$ cat config.mk
export PLATFORM = sky130hd
export DESIGN_NAME = opc_dist
export DESIGN_NICKNAME = d
export VERILOG_FILES = /design/src/hdl/obstacle_proximity_cost_top_macros.svh /design/src/hdl/opc_pkg.sv /design/src/hdl/opc_dist.sv
export SDC_FILE = /design/constraint.sdc
export NUM_CORES = 1
export LEC_CHECK = 0
export BUFFER_PORTS_ARGS = -buffer_cell sky130_fd_sc_hd__buf_2
export CAP_MARGIN = 20
export CORE_ASPECT_RATIO = 1.75
export CORE_MARGIN = 4
export CORE_UTILIZATION = 45
export DETAILED_ROUTE_END_ITERATION = 10
export PLACE_DENSITY = 0.67
export SETUP_SLACK_MARGIN = 0.5
export SKIP_LAST_GASP = 1
export SYNTH_ARGS = -nofsm -noshare
export SYNTH_HDL_FRONTEND = slang
export SYNTH_SLANG_ARGS = --single-unit
$ cat constraint.sdc
create_clock -name clk -period 12.87 [get_ports clk]
set_input_delay 2.574 -clock clk [delete_from_list [all_inputs] [get_ports clk]]
set_output_delay 2.574 -clock clk [all_outputs]
set_load 0.05 [all_outputs]
$ cat src/hdl/obstacle_proximity_cost_top_macros.svh
// Assertion macros shared by the obstacle proximity cost RTL.
`ifndef OBSTACLE_PROXIMITY_COST_TOP_MACROS_SVH
`define OBSTACLE_PROXIMITY_COST_TOP_MACROS_SVH
`ifndef SYNTHESIS
`define OPC_ASSERT(lbl, clk, rst_n, prop, msg) \
  lbl: assert property (@(posedge clk) disable iff (!rst_n) prop) else $error(msg);
`define OPC_ASSERT_NORST(lbl, clk, prop, msg) \
  lbl: assert property (@(posedge clk) prop) else $error(msg);
`else
`define OPC_ASSERT(lbl, clk, rst_n, prop, msg)
`define OPC_ASSERT_NORST(lbl, clk, prop, msg)
`endif
`endif

$ cat src/hdl/opc_pkg.sv
// Types, constants and the danger table for the obstacle proximity cost block.
`timescale 1ns / 1ps
package opc_pkg;

  localparam int MAX_WALLS  = 64;
  localparam int MAX_ROBOTS = 16;

  localparam int WALL_AW  = $clog2(MAX_WALLS);
  localparam int WALL_CW  = $clog2(MAX_WALLS + 1);
  localparam int ROBOT_AW = $clog2(MAX_ROBOTS);
  localparam int ROBOT_CW = $clog2(MAX_ROBOTS + 1);
  localparam int SCAN_CW  = (WALL_CW > ROBOT_CW) ? WALL_CW : ROBOT_CW;

  localparam int CMD_W    = 3;
  localparam int STAT_W   = 2;
  localparam int COORD_W  = 16;
  localparam int POINT_W  = 2 * COORD_W;
  localparam int SQ_W     = 2 * COORD_W;
  localparam int DIST_W   = SQ_W + 1;
  localparam int DANGER_W = 14;
  localparam int TOTAL_W  = 15;
  localparam int THR_W    = 15;
  localparam int NEAR_N   = 40;
  localparam int NEAR_IW  = $clog2(NEAR_N);
  localparam int OUT_W    = 48;

  localparam logic [DANGER_W-1:0] DIST_START = 14'd10000;
  localparam logic [DANGER_W-1:0] DIST_NEAR  = 14'd40;
  localparam logic [THR_W-1:0]    THR_RESET  = 15'd400;

  typedef enum logic [CMD_W-1:0] {
    CMD_ADD_WALL   = 3'd0,
    CMD_DEL_WALL   = 3'd1,
    CMD_CLR_WALLS  = 3'd2,
    CMD_ADD_ROBOT  = 3'd3,
    CMD_CLR_ROBOTS = 3'd4,
    CMD_QUERY      = 3'd5
  } cmd_t;

  typedef enum logic [STAT_W-1:0] {
    STAT_OK      = 2'd0,
    STAT_FULL    = 2'd1,
    STAT_NOMATCH = 2'd2
  } status_t;

  typedef struct packed {
    logic              valid;
    logic [DIST_W-1:0] sqd;
  } dist_t;

  // entry 0 is the direct hit, the rest are 1000 / d
  localparam logic [DANGER_W-1:0] DANGER_TBL [0:NEAR_N-1] = '{
    14'd10000, 14'd1000, 14'd500, 14'd333, 14'd250, 14'd200, 14'd166, 14'd142,
    14'd125,   14'd111,  14'd100, 14'd90,  14'd83,  14'd76,  14'd71,  14'd66,
    14'd62,    14'd58,   14'd55,  14'd52,  14'd50,  14'd47,  14'd45,  14'd43,
    14'd41,    14'd40,   14'd38,  14'd37,  14'd35,  14'd34,  14'd33,  14'd32,
    14'd31,    14'd30,   14'd29,  14'd28,  14'd27,  14'd27,  14'd26,  14'd25
  };

  function automatic logic [DANGER_W-1:0] danger_of(input logic [DANGER_W-1:0] dmin);
    logic [DANGER_W-1:0] res;
    res = '0;
    if (dmin < DIST_NEAR) begin
      res = DANGER_TBL[dmin[NEAR_IW-1:0]];
    end
    return res;
  endfunction

endpackage

$ cat src/hdl/opc_dist.sv
// Squared distance unit: registered squares, summed at the output.
`timescale 1ns / 1ps
module opc_dist (
  input  logic                         clk,
  input  logic                         rst_n,
  input  logic                         issue,
  input  logic [opc_pkg::POINT_W-1:0]  pt,
  input  logic [opc_pkg::POINT_W-1:0]  query,
  output opc_pkg::dist_t               res
);
  import opc_pkg::*;

  logic signed [COORD_W:0] dx, dy;
  logic [COORD_W-1:0]      mx, my;
  logic [SQ_W-1:0]         sqx_r, sqy_r;
  logic                    valid_r;

  assign dx = $signed({pt[COORD_W-1], pt[COORD_W-1:0]})
            - $signed({query[COORD_W-1], query[COORD_W-1:0]});
  assign dy = $signed({pt[POINT_W-1], pt[POINT_W-1:COORD_W]})
            - $signed({query[POINT_W-1], query[POINT_W-1:COORD_W]});
  assign mx = dx[COORD_W] ? COORD_W'(-dx) : dx[COORD_W-1:0];
  assign my = dy[COORD_W] ? COORD_W'(-dy) : dy[COORD_W-1:0];

  always_ff @(posedge clk) begin
    if (!rst_n) begin
      valid_r <= 1'b0;
    end else begin
      valid_r <= issue;
    end
    sqx_r <= mx * mx;
    sqy_r <= my * my;
  end

  assign res.valid = valid_r;
  assign res.sqd   = {1'b0, sqx_r} + {1'b0, sqy_r};

endmodule

==> results.toml <==
[run_status]
status = "completed"

[layout]
syn_to_final_growth_pct = 7.69
fillers = 4113
layout.cells.non_filler = 2891
multi_input_area_sq_um = 16000
fin_nets = 2976
diodes = 0
regArea_sq_um = 1260
drive_gt1_share_pct = 9.40

[setup_path]
cp-end-kind = "flop"
cpMaxStageDelayCell = "a2111oi_0"
crit_path_max_incr_delay_ps = 970
critPathLaunchType = "input pin"
crit_required_ps = 13090
crit_fanout = 17
crit_type = "input pin to flop"
worstSetupPathDepth = 34
crit_family = "adder cells"
critical_path_buf_inv_count = 7
path_common_cell = "inv_1"
critPathLaunch = "pt[0]"
critPathArrivalTime_ps = 12070
worstSetupEndpoint = "sqx_r[31]"

[sta]
finalHoldViolations = 0
worst_slew_pin_slew_ps = 1110
setup_tns_ps = 0
rsz0062_at_grt = "true"
final_max_slew_viol_count = 0
layout_min_cycle_time_ps = 11850
max_slew_margin_pct = 24.1
post-route-period-util_pct = 92.1
setup_viol = 0
timing.hold.ws_ps = 2430
fmax_ghz = 0.0844

[cts]
ctsHtreeMaxLevel = 3
post-cts-setup-buffer-count = 0
cts_tree = "yes"
root_buffer = "clkbuf_16"
numCtsBuffers = 9
cts-hold-fix-buffers = 0
cts_sinks = 63
clockBufferDepth = 2
post_cts_resized = 0
clk_pin_slew_worst_paths_ps = 50

[min_path]
hold_path.class = "input pin to flop"

[placed_design]
gp_congestion = 0.941
io_buffers = 100
dp.final_hpwl_mm = 42.5
place_inst = 2875

[synth]
yosys_most_used_dff = "dfxtp_1"
syn_avg_cell_area_sq_um = 8.70
synth_enable_flop_cells = 0
synth_cells = 2227
yosysWarnings = 0
synth_area_sq_um = 19400
async_flop_share_pct = 0
ys_types = 93
syn-num-nets = 2878
ys_ff_latch = 63
synth_seq_area_share_pct = 6.51

[detailed_routing]
vias = 14930
drt_first_pass_iters = 4
drtAntennaViolNets = 0
drt_iter0_drc = 518
post-route-drc-count = 0
wirelength_mm = 47.6
vias_per_cell = 5.16
routedWlPerCell_microns = 16.5

[floorplan]
die_x_microns = 165
core-area_sq_um = 42500
die_h_microns = 283
ios = 101
rows = 100
start_util_pct = 45.6
die-area_sq_um = 46600

[grt]
grt_overflow = 0
grt_pass1_wl_mm = 78.4
grt_util_all_layers_pct = 21.2
grt_pass1_vias = 16392
antenna_found_initial = 0
grt_max_degree = 20

[flow_run]
cap_viol_max_count = 0
synthesized netlist by cell type (all sizes together), types with 24 or more instances:
cell	count	share of area (%)
o21a	24	0.93
nor3	40	1.2
nor2	219	4.6
dfxtp	63	6.5
fa	328	34
a21oi	77	2.0
xor2	39	1.9
inv	520	10
nand2	174	3.4
nand2b	35	1.2
ha	256	17
nand3	25	0.65
a21o	48	1.9
o21ai	50	1.4
xnor2	90	4.6
flip-flops by register name (all words and copies together) (netlist names):
name	flops
sqy_r	31
sqx_r	31
valid_r	1
metrics by stage:
step	cell area [sq um]	setup slack, ps	utilization, %
after floorplan	19400	2240	-
after global placement	20600	861	48.4
after detailed placement	20600	597	48.4
after CTS	20900	925	49.1
after global routing	20900	516	49.1
final	20900	1020	49.1
how the worst min path moves through the flow:
| stage | endpoint | startpoint | depth (start not counted) |
|---|---|---|---|
| after floorplan | valid_r | issue | 1 |
| after global placement | valid_r | issue | 2 |
| after detailed placement | valid_r | issue | 2 |
| after CTS | valid_r | issue | 2 |
| after global routing | valid_r | issue | 2 |
| final | valid_r | issue | 2 |
area by class of cell:
| cell class | count | share of cell area [%] |
|---|---|---|
| clock inverters | 6 | 0.294 |
| inverters | 523 | 9.40 |
| flip-flops and latches | 63 | 6.04 |
| clock buffers | 10 | 1.10 |
| repair buffers | 123 | 3.22 |
| multi-input cells | 1605 | 76.6 |
| well taps | 561 | 3.36 |
per-layer routing:
| layer | track usage, % | vias to the layer above | routed length (microns) |
|---|---|---|---|
| met5 | 0 | - | 0 |
| met4 | 12.7 | 0 | 3130 |
| met3 | 1.15 | 137 | 1110 |
| met2 | 43.4 | 304 | 27900 |
| met1 | 20.0 | 7279 | 15500 |
| li1 | - | 7210 | - |
kinds of logic (layout without fill, tap and decap cells):
kind of cell	Yosys count	after routing	synth area share, %
DFF	63	63	6.51
muxes	4	4	0.213
buffers and inverters	559	662	11.1
and+or+nand+nor	575	575	13.8
adders and majority gates	584	584	50.4
xor gates and xnor gates	129	129	6.56
AOI/OAI and AO/OA	313	313	11.5
cells in the final DEF, fill, tap and decap left out, types with 13 or more instances in the layout:
cell type	count
inv_1	506
fa_1	328
ha_1	256
nor2_1	209
nand2_1	173
buf_2	100
xnor2_1	78
a21oi_1	77
dfxtp_1	63
a21o_1	48
o21ai_0	43
xor2_1	35
nor3_1	35
nand2b_1	34
nand3_1	25
o21a_1	24
buf_4	23
a211oi_1	17
inv_2	14
nor2b_1	13
o21bai_1	13
Power is not shown: default switching activity piles up to over one toggle a cycle in this logic, so the estimate is an artifact.
